**config.mk**
```make
export PLATFORM = sky130hd
export DESIGN_NAME = analog_button_press_classifier
export DESIGN_NICKNAME = d
export VERILOG_FILES = /design/src/hw/rtl/abpc_pkg.sv /design/src/hw/rtl/analog_button_press_classifier.sv /design/src/hw/rtl/abpc_front.sv /design/src/hw/rtl/abpc_queue.sv /design/src/hw/rtl/abpc_back.sv
export SDC_FILE = /design/constraint.sdc
export NUM_CORES = 1
export LEC_CHECK = 0
export ABC_AREA = 1
export BUFFER_PORTS_ARGS = -buffer_cell sky130_fd_sc_hd__buf_2
export CORE_ASPECT_RATIO = 1.5
export CORE_MARGIN = 1
export CORE_UTILIZATION = 30
export CTS_BUF_LIST = sky130_fd_sc_hd__clkbuf_8
export DETAILED_ROUTE_END_ITERATION = 10
export PLACE_DENSITY = 0.42
export SLEW_MARGIN = 20
export SYNTH_ARGS = -nofsm -noshare
export SYNTH_HDL_FRONTEND = slang
export SYNTH_SLANG_ARGS = --single-unit
```
**constraint.sdc**
```tcl
create_clock -name clk -period 6 [get_ports clk]
set_input_delay 1.2 -clock clk [delete_from_list [all_inputs] [get_ports clk]]
set_output_delay 1.2 -clock clk [all_outputs]
set_load 0.01 [all_outputs]
```
**src/hw/rtl/abpc_pkg.sv**
```systemverilog
// ----------------------------------------------------------------------------
// abpc_pkg
// shared types, widths and codes for the analog button press classifier
// ----------------------------------------------------------------------------
package abpc_pkg;

  localparam int NOW_W      = 32;
  localparam int SAMPLE_W   = 10;
  localparam int LEVEL_W    = 10;
  localparam int MS_W       = 16;
  localparam int CFG_IDX_W  = 3;
  localparam int CFG_DATA_W = 16;

  // queue between front and back, depth must be a power of two
  localparam int Q_DEPTH = 2;
  localparam int Q_PTR_W = $clog2(Q_DEPTH);
  localparam int Q_CNT_W = $clog2(Q_DEPTH + 1);

  // register reset values
  localparam logic [LEVEL_W-1:0] TARGET_LEVEL_RST    = '0;
  localparam logic [LEVEL_W-1:0] LEVEL_TOLERANCE_RST = '0;
  localparam logic [MS_W-1:0]    BOUNCE_MS_RST       = 16'd50;
  localparam logic [MS_W-1:0]    LONG_PRESS_MS_RST   = 16'd2000;
  localparam logic [MS_W-1:0]    AUTO_START_MS_RST   = 16'd0;
  localparam logic [MS_W-1:0]    AUTO_PERIOD_MS_RST  = 16'd500;

  typedef enum logic [CFG_IDX_W-1:0] {
    CFG_TARGET_LEVEL    = 3'd0,
    CFG_LEVEL_TOLERANCE = 3'd1,
    CFG_BOUNCE_MS       = 3'd2,
    CFG_LONG_PRESS_MS   = 3'd3,
    CFG_AUTO_START_MS   = 3'd4,
    CFG_AUTO_PERIOD_MS  = 3'd5
  } cfg_idx_t;

  typedef enum logic [1:0] {
    EV_NONE  = 2'd0,
    EV_CLICK = 2'd1,
    EV_LONG  = 2'd2,
    EV_AUTO  = 2'd3
  } ev_t;

  typedef struct packed {
    logic [LEVEL_W-1:0] target_level;
    logic [LEVEL_W-1:0] level_tolerance;
    logic [MS_W-1:0]    bounce_ms;
    logic [MS_W-1:0]    long_press_ms;
    logic [MS_W-1:0]    auto_start_ms;
    logic [MS_W-1:0]    auto_period_ms;
  } cfg_t;

  // one classified poll: timestamp plus level decision
  typedef struct packed {
    logic [NOW_W-1:0] now_ms;
    logic             act;
  } item_t;

endpackage

```
**src/hw/rtl/analog_button_press_classifier.sv**
```systemverilog
// ----------------------------------------------------------------------------
// analog_button_press_classifier
// debounced click, long click and auto-repeat detection on a ladder adc pin
// ----------------------------------------------------------------------------
// usage
//   in_*  : one poll per transaction, millisecond timestamp plus adc sample
//   out_* : one event code per poll, in poll order (none, click, long, auto)
//   cfg_* : register writes, taken in the cycle cfg_we is high; unknown
//           indexes are dropped; the user writes only while no poll is
//           in flight, a rule the block itself leaves unenforced
// input to out_valid passes front register, queue slot and result register
// throughput: one poll per cycle while out_ready stays high; the press state
//   update in the back end loops on its own registers, so it sets the rate
// reset (synchronous, rst_n low): registers to their defaults, press state
//   and timestamps to zero, queue and output empty
// a stalled receiver holds the result register; the back end stops
//   popping, the two-entry queue and the front register fill, and only then
//   in_ready drops
// ----------------------------------------------------------------------------
module analog_button_press_classifier (
  input  logic                            clk,
  input  logic                            rst_n,
  input  logic                            in_valid,
  output logic                            in_ready,
  input  logic [abpc_pkg::NOW_W-1:0]      in_now_ms,
  input  logic [abpc_pkg::SAMPLE_W-1:0]   in_sample,
  output logic                            out_valid,
  input  logic                            out_ready,
  output logic [1:0]                      out_event_res,
  input  logic                            cfg_we,
  input  logic [abpc_pkg::CFG_IDX_W-1:0]  cfg_index,
  input  logic [abpc_pkg::CFG_DATA_W-1:0] cfg_wdata
);

  // configuration registers
  abpc_pkg::cfg_t cfg_r, cfg_nxt;

  // front to queue
  logic            f_valid, f_ready;
  abpc_pkg::item_t f_item;
  // queue to back
  logic            b_valid, b_ready;
  abpc_pkg::item_t b_item;

  always_comb begin
    cfg_nxt = cfg_r;
    if (cfg_we) begin
      unique case (cfg_index)
        abpc_pkg::CFG_TARGET_LEVEL: begin
          cfg_nxt.target_level = cfg_wdata[abpc_pkg::LEVEL_W-1:0];
        end
        abpc_pkg::CFG_LEVEL_TOLERANCE: begin
          cfg_nxt.level_tolerance = cfg_wdata[abpc_pkg::LEVEL_W-1:0];
        end
        abpc_pkg::CFG_BOUNCE_MS: begin
          cfg_nxt.bounce_ms = cfg_wdata[abpc_pkg::MS_W-1:0];
        end
        abpc_pkg::CFG_LONG_PRESS_MS: begin
          cfg_nxt.long_press_ms = cfg_wdata[abpc_pkg::MS_W-1:0];
        end
        abpc_pkg::CFG_AUTO_START_MS: begin
          cfg_nxt.auto_start_ms = cfg_wdata[abpc_pkg::MS_W-1:0];
        end
        abpc_pkg::CFG_AUTO_PERIOD_MS: begin
          cfg_nxt.auto_period_ms = cfg_wdata[abpc_pkg::MS_W-1:0];
        end
        default: begin
          // out-of-range index: write is dropped
          cfg_nxt = cfg_r;
        end
      endcase
    end
  end

  always_ff @(posedge clk) begin
    if (!rst_n) begin
      cfg_r.target_level    <= abpc_pkg::TARGET_LEVEL_RST;
      cfg_r.level_tolerance <= abpc_pkg::LEVEL_TOLERANCE_RST;
      cfg_r.bounce_ms       <= abpc_pkg::BOUNCE_MS_RST;
      cfg_r.long_press_ms   <= abpc_pkg::LONG_PRESS_MS_RST;
      cfg_r.auto_start_ms   <= abpc_pkg::AUTO_START_MS_RST;
      cfg_r.auto_period_ms  <= abpc_pkg::AUTO_PERIOD_MS_RST;
    end else begin
      cfg_r <= cfg_nxt;
    end
  end

  // front: window compare on the sample
  abpc_front u_front (
    .clk       (clk),
    .rst_n     (rst_n),
    .cfg       (cfg_r),
    .in_valid  (in_valid),
    .in_ready  (in_ready),
    .in_now_ms (in_now_ms),
    .in_sample (in_sample),
    .q_valid   (f_valid),
    .q_ready   (f_ready),
    .q_item    (f_item)
  );

  // decoupling queue
  abpc_queue u_queue (
    .clk        (clk),
    .rst_n      (rst_n),
    .push_valid (f_valid),
    .push_ready (f_ready),
    .push_item  (f_item),
    .pop_valid  (b_valid),
    .pop_ready  (b_ready),
    .pop_item   (b_item)
  );

  // back: press state and event decision
  abpc_back u_back (
    .clk           (clk),
    .rst_n         (rst_n),
    .cfg           (cfg_r),
    .q_valid       (b_valid),
    .q_ready       (b_ready),
    .q_item        (b_item),
    .out_valid     (out_valid),
    .out_ready     (out_ready),
    .out_event_res (out_event_res)
  );

endmodule

```
**src/hw/rtl/abpc_front.sv**
```systemverilog
// ----------------------------------------------------------------------------
// abpc_front
// accepts polls and decides whether the sample lies in the button's window
// ----------------------------------------------------------------------------
module abpc_front (
  input  logic                          clk,
  input  logic                          rst_n,
  input  abpc_pkg::cfg_t                cfg,
  input  logic                          in_valid,
  output logic                          in_ready,
  input  logic [abpc_pkg::NOW_W-1:0]    in_now_ms,
  input  logic [abpc_pkg::SAMPLE_W-1:0] in_sample,
  output logic                          q_valid,
  input  logic                          q_ready,
  output abpc_pkg::item_t               q_item
);

  logic                         vld_r, vld_nxt;
  abpc_pkg::item_t              item_r, item_nxt;
  logic [abpc_pkg::LEVEL_W-1:0] lo;
  logic [abpc_pkg::LEVEL_W:0]   hi;
  logic                         act;

  // window bounds, lower bound clamps at zero
  always_comb begin
    lo  = (cfg.target_level > cfg.level_tolerance) ?
          (cfg.target_level - cfg.level_tolerance) : '0;
    hi  = {1'b0, cfg.target_level} + {1'b0, cfg.level_tolerance};
    act = (in_sample >= lo) && ({1'b0, in_sample} <= hi);
  end

  assign in_ready = !vld_r || q_ready;

  always_comb begin
    vld_nxt  = vld_r;
    item_nxt = item_r;
    if (in_ready) begin
      vld_nxt         = in_valid;
      item_nxt.now_ms = in_now_ms;
      item_nxt.act    = act;
    end
  end

  always_ff @(posedge clk) begin
    if (!rst_n) begin
      vld_r <= 1'b0;
    end else begin
      vld_r <= vld_nxt;
    end
    item_r <= item_nxt;
  end

  assign q_valid = vld_r;
  assign q_item  = item_r;

endmodule

```
**src/hw/rtl/abpc_queue.sv**
```systemverilog
// ----------------------------------------------------------------------------
// abpc_queue
// short queue of classified polls between front and back
// ----------------------------------------------------------------------------
module abpc_queue (
  input  logic            clk,
  input  logic            rst_n,
  input  logic            push_valid,
  output logic            push_ready,
  input  abpc_pkg::item_t push_item,
  output logic            pop_valid,
  input  logic            pop_ready,
  output abpc_pkg::item_t pop_item
);

  abpc_pkg::item_t              mem_r [abpc_pkg::Q_DEPTH];
  logic [abpc_pkg::Q_PTR_W-1:0] wr_ptr_r, wr_ptr_nxt;
  logic [abpc_pkg::Q_PTR_W-1:0] rd_ptr_r, rd_ptr_nxt;
  logic [abpc_pkg::Q_CNT_W-1:0] cnt_r, cnt_nxt;
  logic                         push, pop;

  assign push_ready = (cnt_r != abpc_pkg::Q_CNT_W'(abpc_pkg::Q_DEPTH));
  assign pop_valid  = (cnt_r != '0);
  assign push       = push_valid && push_ready;
  assign pop        = pop_valid && pop_ready;
  assign pop_item   = mem_r[rd_ptr_r];

  // pointers wrap on their own since depth is a power of two
  always_comb begin
    wr_ptr_nxt = push ? wr_ptr_r + 1'b1 : wr_ptr_r;
    rd_ptr_nxt = pop ? rd_ptr_r + 1'b1 : rd_ptr_r;
    cnt_nxt    = cnt_r;
    if (push && !pop) begin
      cnt_nxt = cnt_r + 1'b1;
    end else if (pop && !push) begin
      cnt_nxt = cnt_r - 1'b1;
    end
  end

  always_ff @(posedge clk) begin
    if (!rst_n) begin
      wr_ptr_r <= '0;
      rd_ptr_r <= '0;
      cnt_r    <= '0;
    end else begin
      wr_ptr_r <= wr_ptr_nxt;
      rd_ptr_r <= rd_ptr_nxt;
      cnt_r    <= cnt_nxt;
    end
  end

  always_ff @(posedge clk) begin
    if (push) begin
      mem_r[wr_ptr_r] <= push_item;
    end
  end

endmodule

```
**src/hw/rtl/abpc_back.sv**
```systemverilog
// ----------------------------------------------------------------------------
// abpc_back
// press state tracking and event decision, with registered result
// ----------------------------------------------------------------------------
module abpc_back (
  input  logic                       clk,
  input  logic                       rst_n,
  input  abpc_pkg::cfg_t             cfg,
  input  logic                       q_valid,
  output logic                       q_ready,
  input  abpc_pkg::item_t            q_item,
  output logic                       out_valid,
  input  logic                       out_ready,
  output logic [1:0]                 out_event_res
);

  logic                       pressed_r, pressed_nxt;
  logic                       long_seen_r, long_seen_nxt;
  logic                       auto_seen_r, auto_seen_nxt;
  logic [abpc_pkg::NOW_W-1:0] release_time_r, release_time_nxt;
  logic [abpc_pkg::NOW_W-1:0] press_time_r, press_time_nxt;
  logic [abpc_pkg::NOW_W-1:0] last_auto_r, last_auto_nxt;
  logic                       out_valid_r, out_valid_nxt;
  abpc_pkg::ev_t              out_event_r, out_event_nxt;

  logic                       pop;
  logic [abpc_pkg::NOW_W-1:0] d_rel, d_press, d_auto;
  logic                       press_hit, long_hit, auto_hit, rel_hit;
  logic                       long_en, auto_en;
  abpc_pkg::ev_t              ev;

  assign q_ready = !out_valid_r || out_ready;
  assign pop     = q_valid && q_ready;

  // elapsed times wrap modulo 2^32
  always_comb begin
    d_rel   = q_item.now_ms - release_time_r;
    d_press = q_item.now_ms - press_time_r;
    d_auto  = q_item.now_ms - last_auto_r;
    long_en = (cfg.long_press_ms != '0);
    auto_en = (cfg.auto_start_ms != '0);
    // a fresh press restarts the hold time and has priority, so long and auto cannot fire with it
    press_hit = q_item.act && !pressed_r &&
                (d_rel > abpc_pkg::NOW_W'(cfg.bounce_ms));
    long_hit  = q_item.act && !long_seen_r && long_en &&
                (d_press > abpc_pkg::NOW_W'(cfg.long_press_ms));
    auto_hit  = q_item.act && auto_en &&
                (d_press > abpc_pkg::NOW_W'(cfg.auto_start_ms)) &&
                (d_auto > abpc_pkg::NOW_W'(cfg.auto_period_ms));
    rel_hit   = !q_item.act && pressed_r &&
                (d_press > abpc_pkg::NOW_W'(cfg.bounce_ms));
  end

  always_comb begin
    pressed_nxt      = pressed_r;
    long_seen_nxt    = long_seen_r;
    auto_seen_nxt    = auto_seen_r;
    release_time_nxt = release_time_r;
    press_time_nxt   = press_time_r;
    last_auto_nxt    = last_auto_r;
    ev               = abpc_pkg::EV_NONE;
    priority if (press_hit) begin
      pressed_nxt    = 1'b1;
      long_seen_nxt  = 1'b0;
      auto_seen_nxt  = 1'b0;
      press_time_nxt = q_item.now_ms;
      if (!long_en && !auto_en) begin
        ev = abpc_pkg::EV_CLICK;
      end
    end else if (long_hit) begin
      long_seen_nxt = 1'b1;
      ev            = abpc_pkg::EV_LONG;
    end else if (auto_hit) begin
      auto_seen_nxt = 1'b1;
      last_auto_nxt = q_item.now_ms;
      ev            = abpc_pkg::EV_AUTO;
    end else if (rel_hit) begin
      pressed_nxt      = 1'b0;
      release_time_nxt = q_item.now_ms;
      if ((long_en || auto_en) && !long_seen_r && !auto_seen_r) begin
        ev = abpc_pkg::EV_CLICK;
      end
    end else begin
      ev = abpc_pkg::EV_NONE;
    end
  end

  always_comb begin
    out_valid_nxt = out_valid_r;
    out_event_nxt = out_event_r;
    if (pop) begin
      out_valid_nxt = 1'b1;
      out_event_nxt = ev;
    end else if (out_ready) begin
      out_valid_nxt = 1'b0;
    end
  end

  always_ff @(posedge clk) begin
    if (!rst_n) begin
      pressed_r      <= 1'b0;
      long_seen_r    <= 1'b0;
      auto_seen_r    <= 1'b0;
      release_time_r <= '0;
      press_time_r   <= '0;
      last_auto_r    <= '0;
      out_valid_r    <= 1'b0;
    end else if (pop) begin
      pressed_r      <= pressed_nxt;
      long_seen_r    <= long_seen_nxt;
      auto_seen_r    <= auto_seen_nxt;
      release_time_r <= release_time_nxt;
      press_time_r   <= press_time_nxt;
      last_auto_r    <= last_auto_nxt;
      out_valid_r    <= out_valid_nxt;
    end else begin
      out_valid_r    <= out_valid_nxt;
    end
    out_event_r <= out_event_nxt;
  end

  assign out_valid     = out_valid_r;
  assign out_event_res = out_event_r;

  a_long_sets_flag: assert property (@(posedge clk) disable iff (!rst_n)
    (pop && ev == abpc_pkg::EV_LONG) |=> long_seen_r)
    else $error("long event without long flag set");

  a_press_stamps: assert property (@(posedge clk) disable iff (!rst_n)
    (pop && press_hit) |=> (pressed_r && press_time_r == $past(q_item.now_ms)))
    else $error("press did not record its timestamp");

  a_auto_stamps: assert property (@(posedge clk) disable iff (!rst_n)
    (pop && ev == abpc_pkg::EV_AUTO) |=>
      (auto_seen_r && last_auto_r == $past(q_item.now_ms)))
    else $error("auto event did not record its timestamp");

  a_release_clears: assert property (@(posedge clk) disable iff (!rst_n)
    (pop && rel_hit && !press_hit && !long_hit && !auto_hit) |=>
      (!pressed_r && release_time_r == $past(q_item.now_ms)))
    else $error("release did not clear pressed state");

endmodule

```
==> Word-level counts from Yosys, hierarchy flattened <==
Memory sizes are Yosys's and may differ from the RTL's. A register that Yosys moved wholly into a read port is not among the register bits.
Cells that the tools add are included.
{ "word_totals": {"ff_bits": 224, "elab_cells": 125, "n_memories": 1, "ram_bits": 66} }
{ "classes": {"n_mux": 24, "n_reduce_logical": 52, "n_bitwise": 3, "eq_ne": 8, "n_addsub": 9, "magnitude_cmp": 8} }
{ "mem_list": {"columns": ["name", "depth", "width", "read_ports", "rd_clocked_by_memory_dff", "write_ports", "line_no", "text"], "rows": [
  ["u_queue.mem_r", 2, 33, 1, 1, 1, "abpc_queue.sv:16", "abpc_pkg::item_t mem_r [abpc_pkg::Q_DEPTH];"]
]} }
{ "ops": {"columns": ["op", "n"], "rows": [
  ["$gt 32x16->1", 5],
  ["$sub 32x32->32", 3],
  ["$reduce_bool 16->1", 2],
  ["$logic_and 1x1->1", 18],
  ["$mux 1", 18],
  ["$reduce_and 2->1", 8],
  ["$reduce_bool 2->1", 6],
  ["$add 10x10->11", 1],
  ["$le 10x11->1", 1],
  ["$ge 10x10->1", 1],
  ["$gt 10x10->1", 1],
  ["$logic_not 1->1", 10],
  ["$mux 10", 1],
  ["$mux 2", 5],
  ["$sub 10x10->10", 1],
  ["$reduce_and 4->1", 2],
  ["$eq 3x2->1 const B", 2],
  ["$eq 3x3->1 const B", 2],
  ["$reduce_and 5->1", 1],
  ["$ne 2x1->1 const B", 2],
  ["$eq 3x1->1 const B", 1],
  ["$logic_not 3->1", 1],
  ["$logic_or 1x1->1", 3],
  ["$not 1->1", 3],
  ["5 further kinds", 6]
]} }

==> Depth between registers and ports, before layout <==
{ "depth": {"word_depth": 9, "depth_mapped": 34, "mapped_depth_nobuf": 32} }

==> By module <==
A second synthesis with hierarchy kept.
{ "unflattened": {"cells_unflattened": 3374, "area_unflattened_um2": 22353.9} }
{ "by_module_without_submodules": {"columns": ["mod", "area_per_inst_um2", "seq_area_each_um2", "cells_each", "n_inst"], "rows": [
  ["abpc_back", 13653.1, 2062.0, 2476, 1],
  ["analog_button_press_classifier", 3349.5, 1681.6, 471, 1],
  ["abpc_queue", 2777.7, 2082.0, 140, 1],
  ["abpc_front", 2573.7, 1011.0, 287, 1]
]} }

==> Worst setup path after synthesis <==
Ideal clock, no wire load.
{ "synth_timing": {"path_kind": "register to register", "startpoint": "register (tool-made name)", "endpoint": "register u_back.last_auto_r[31] in the netlist's numbering", "setup_time_ps": 115, "path_stages_with_launch": 33, "path_buffers": 3, "arrival_ps": 4056, "t_required_ps": 5885, "path_slack_ps": 1829, "cell_sequence": "dfxtp_1 -> clkbuf_1 -> clkbuf_1 -> nand2_1 -> o21ai_0 -> inv_1 -> fa_1 -> nand3_1 -> nand3_1 -> nand2_1 -> nand2_1 -> nand2_1 -> nand2_1 -> xor2_1 -> ha_1 -> nand2_1 -> nor2_1 -> nand2_1 -> nor2_1 -> nand2_1 -> nand3_1 -> nand2_1 -> nand3_1 -> nor2_1 -> nand2_1 -> nor2_1 -> nand3_1 -> inv_1 -> nor2_1 -> buf_2 -> nand4_1 -> nand2_1 -> nor2_1"} }
{ "synth_lines": {"columns": ["item", "line_no", "text"], "rows": [
  ["end signal: assignment", "abpc_back.sv:114", "last_auto_r <= last_auto_nxt;"],
  ["end: declaration", "abpc_back.sv:22", "logic [abpc_pkg::NOW_W-1:0] last_auto_r, last_auto_nxt;"]
]} }

==> reports/qor.txt <==
Vert. Die Dim: 330.9 um
Synth warn: 0
Setup Fix Bufs, Post-CTS: 0
Final Max Slew Viols: 0
Clock sinks: 291
Worst rel slew slack: 27.29%
Worst clock skew: 0.03325 ns
Main synth FF type: dfxtp_1
# placed instances: 4204
Crit. End Element: flip-flop
Synth-to-Final Area Change: 12.03%
Final net count: 3630
Detailed Place HPWL: 61640 um
Die X: 221.3 um
Tcrit/Tclk final: 89.64%
DR WL/cell: 17.67 um
Library cells used by synthesis: 47
Period minus WS final: 5.378 ns
Top-count cell post-synth: nand2_1
RSZ-0062 raised after global routing: no
Synth Cell Area: 21640 sq um
Reg clk slew, reported paths: 0.07 ns
Register area share after synthesis: 31.59%
PortBufs: 69
Most used cell, CP: nand2_1
Fill count: 7867
Iteration count of the initial detailed-routing pass: 7
Critical path arrival: 5.98 ns
Required time of the critical path: 6.60 ns
Fmax: 185.9 MHz
Max-cap violation count: 0
Routability cong.: 0.9079
Pwr Density: 543.9 nW/um^2
Yosys top cell by area: dfxtp_1
Antenna-violating nets left: 0
Cell count of the worst reg-to-reg path: 29
Synth Register Bits: 291
Vias per inst: 4.688
Final WL: 75960 um
Rows: 120
Hold depth: 0
Root buffer cell: clkbuf_8
Initial Utilization: 30.34%
Final Non-Filler Cells: 4300
CTS tree: built
Final setup fails: 0
Synth top area share: 17.58%
Hold-fix buffers, CTS: 0
R2R Path End: u_back.last_auto_r[5]
Hold/Removal Path Class: reg2reg
Maximum fanout along the worst path: 39
Static Leak: 0.01199 uW
Crit path kind: reg2reg
Core ar.: 71320 sq um
Die ar.: 73230 sq um
Maximum number of pins on one net before global-route repair: 107
Clock latency at the later pin of the worst-skew pair: 0.68 ns
Final Total Pwr: 13190 uW
Main area contributors after synthesis: dfxtp_1, nand2_1, edfxtp_1
Vias in the first global route: 19710
Register Area: 6838 sq um
Hold Path Sink: u_queue.mem_r[1][31]
Longest Clk Path Bufs: 3
DR iter-0 viols: 1133
Drc violations: 0
H-tree level count: 2
Area of the multi-input gates: 12000 sq um
R2R Setup Slk: 0.62 ns
Synth cell count leaders: nand2_1, inv_1, a21oi_1
Setup TNS: 0 ns
Crit start category: flip-flop
Number of flops mapped to enable cells by yosys: 101
WHS: 0.4410 ns
Share of cells above drive strength 1: 6.944%
Avg Cell Area, Syn: 6.636 sq um
Fraction of registers with async set/reset: 0%
Initial antenna violation count: 1
Mapped Cells: 3261
Final hold vios: 0
Peak supply drop: 0.0001803 V
Syn_nets: 3548
First-pass GRT wire length: 115200 um
Io pins: 70
Worst slew pin tran: 1.091 ns
Status: completed
Largest stage delay, worst path: 0.77 ns
Post-CTS sizing: 0
DR vias: 20160
Worst Hold Launch: u_front.q_item[31]
Total grt overflow: 0
Cts bufs inserted: 51
Total GRT Usage: 20.76%
Crit path max-delay cell type: o21ai_0
==> worst max-delay path by stage <==
stage	from	to	slack (ns)	cells past startpoint
finish	flip-flop	u_back.last_auto_r[5]	0.62	29
floorplan	flip-flop	u_back.last_auto_r[31]	1.83	32
global placement	flip-flop	u_back.last_auto_r[20]	0.63	28
global route	flip-flop	u_back.last_auto_r[14]	0.12	28
CTS	flip-flop	u_back.last_auto_r[15]	0.61	28
detailed placement	flip-flop	u_back.last_auto_r[15]	0.62	28
==> area by class of cell <==
| type | count | area share, % |
|---|---|---|
| Antenna cell | 1 | 0.01032 |
| Inverter | 663 | 10.27 |
| Tap cell | 915 | 4.722 |
| Sequential cell | 291 | 28.20 |
| Clock buffer | 59 | 3.349 |
| Timing Repair Buffer | 103 | 2.694 |
| Multi-Input combinational cell | 2233 | 49.50 |
| Clock inverter | 35 | 1.254 |
==> layout by cell type (no fill, tap or decap), drive strengths merged, types with 4 or more instances in the layout <==
| cell type | count |
|---|---|
| and2 | 14 |
| nor3 | 16 |
| nor2 | 261 |
| nand3 | 117 |
| ha | 216 |
| nand3b | 9 |
| nor4 | 7 |
| bufinv | 4 |
| a21oi | 276 |
| o211ai | 13 |
| edfxtp | 101 |
| clkinv | 21 |
| nand4 | 98 |
| inv | 670 |
| o21bai | 6 |
| xor2 | 54 |
| dfxtp | 190 |
| buf | 103 |
| a31oi | 4 |
| clkbuf | 59 |
| fa | 5 |
| nand2 | 947 |
| o21ai | 169 |
==> critical path: cells and delay by family (launching register included) <==
family                   cells  cell delay, ns
AND/OR/NAND/NOR             21            2.20
AO/OA/AOI/OAI                2            0.89
XOR/XNOR                     1            0.17
buffers and inverters        3            0.73
flip-flops                   1            0.50
adder cells (fa/ha/maj)      2            0.79
==> layer usage <==
metal / up-vias / track usage (%) / share of wire, %
li1: 10490 / - / -
met1: 9206 / 23.42 / 42
met2: 353 / 39.36 / 51
met3: 115 / 2.289 / 3.0
met4: 0 / 8.711 / 4.2
met5: - / 0 / 0
==> stage by stage <==
step                cell area [sq um]  worst slack, ns  utilization, %
floorplan                       21640            1.829               -
global placement                23100           0.6255           32.39
detailed placement              23100           0.6187           32.39
CTS                             24220           0.6118           33.96
global route                    24240           0.1229           33.99
finish                          24240           0.6217           33.99
==> flip-flops by register name, summed over array words and instances (netlist names), named ones only <==
name,flops
u_queue.rd_ptr_r,1
u_back.last_auto_r,32
u_queue.mem_r,66
cfg_r,84
u_back.out_valid,1
u_back.press_time_r,32
u_front.q_item,33
u_front.q_valid,1
u_back.long_seen_r,1
u_back.release_time_r,32
u_back.auto_seen_r,1
u_queue.cnt_r,2
u_back.out_event_res,2
u_back.pressed_r,1
u_queue.wr_ptr_r,1
==> kinds of logic (layout without fill, tap and decap cells) <==
group / count (synthesis) / count (layout) / share of synthesized area [%]
DFF: 291 / 291 / 31.59
buffers and inverters: 737 / 860 / 13.13
xor gates and xnor gates: 57 / 57 / 2.307
AOI/OAI and AO/OA: 480 / 480 / 11.56
adders and majority gates: 221 / 221 / 12.95
other: 0 / 1 / 0
and+or+nand+nor: 1475 / 1475 / 28.46
==> power by group <==
group | leakage [uW] | switching [uW] | internal, uW
clock | 0.000589 | 950 | 1090
sequential | 0.00252 | 132 | 2320
combinational | 0.00888 | 5840 | 2850
Note: power is estimated with default switching activity, not from simulation.
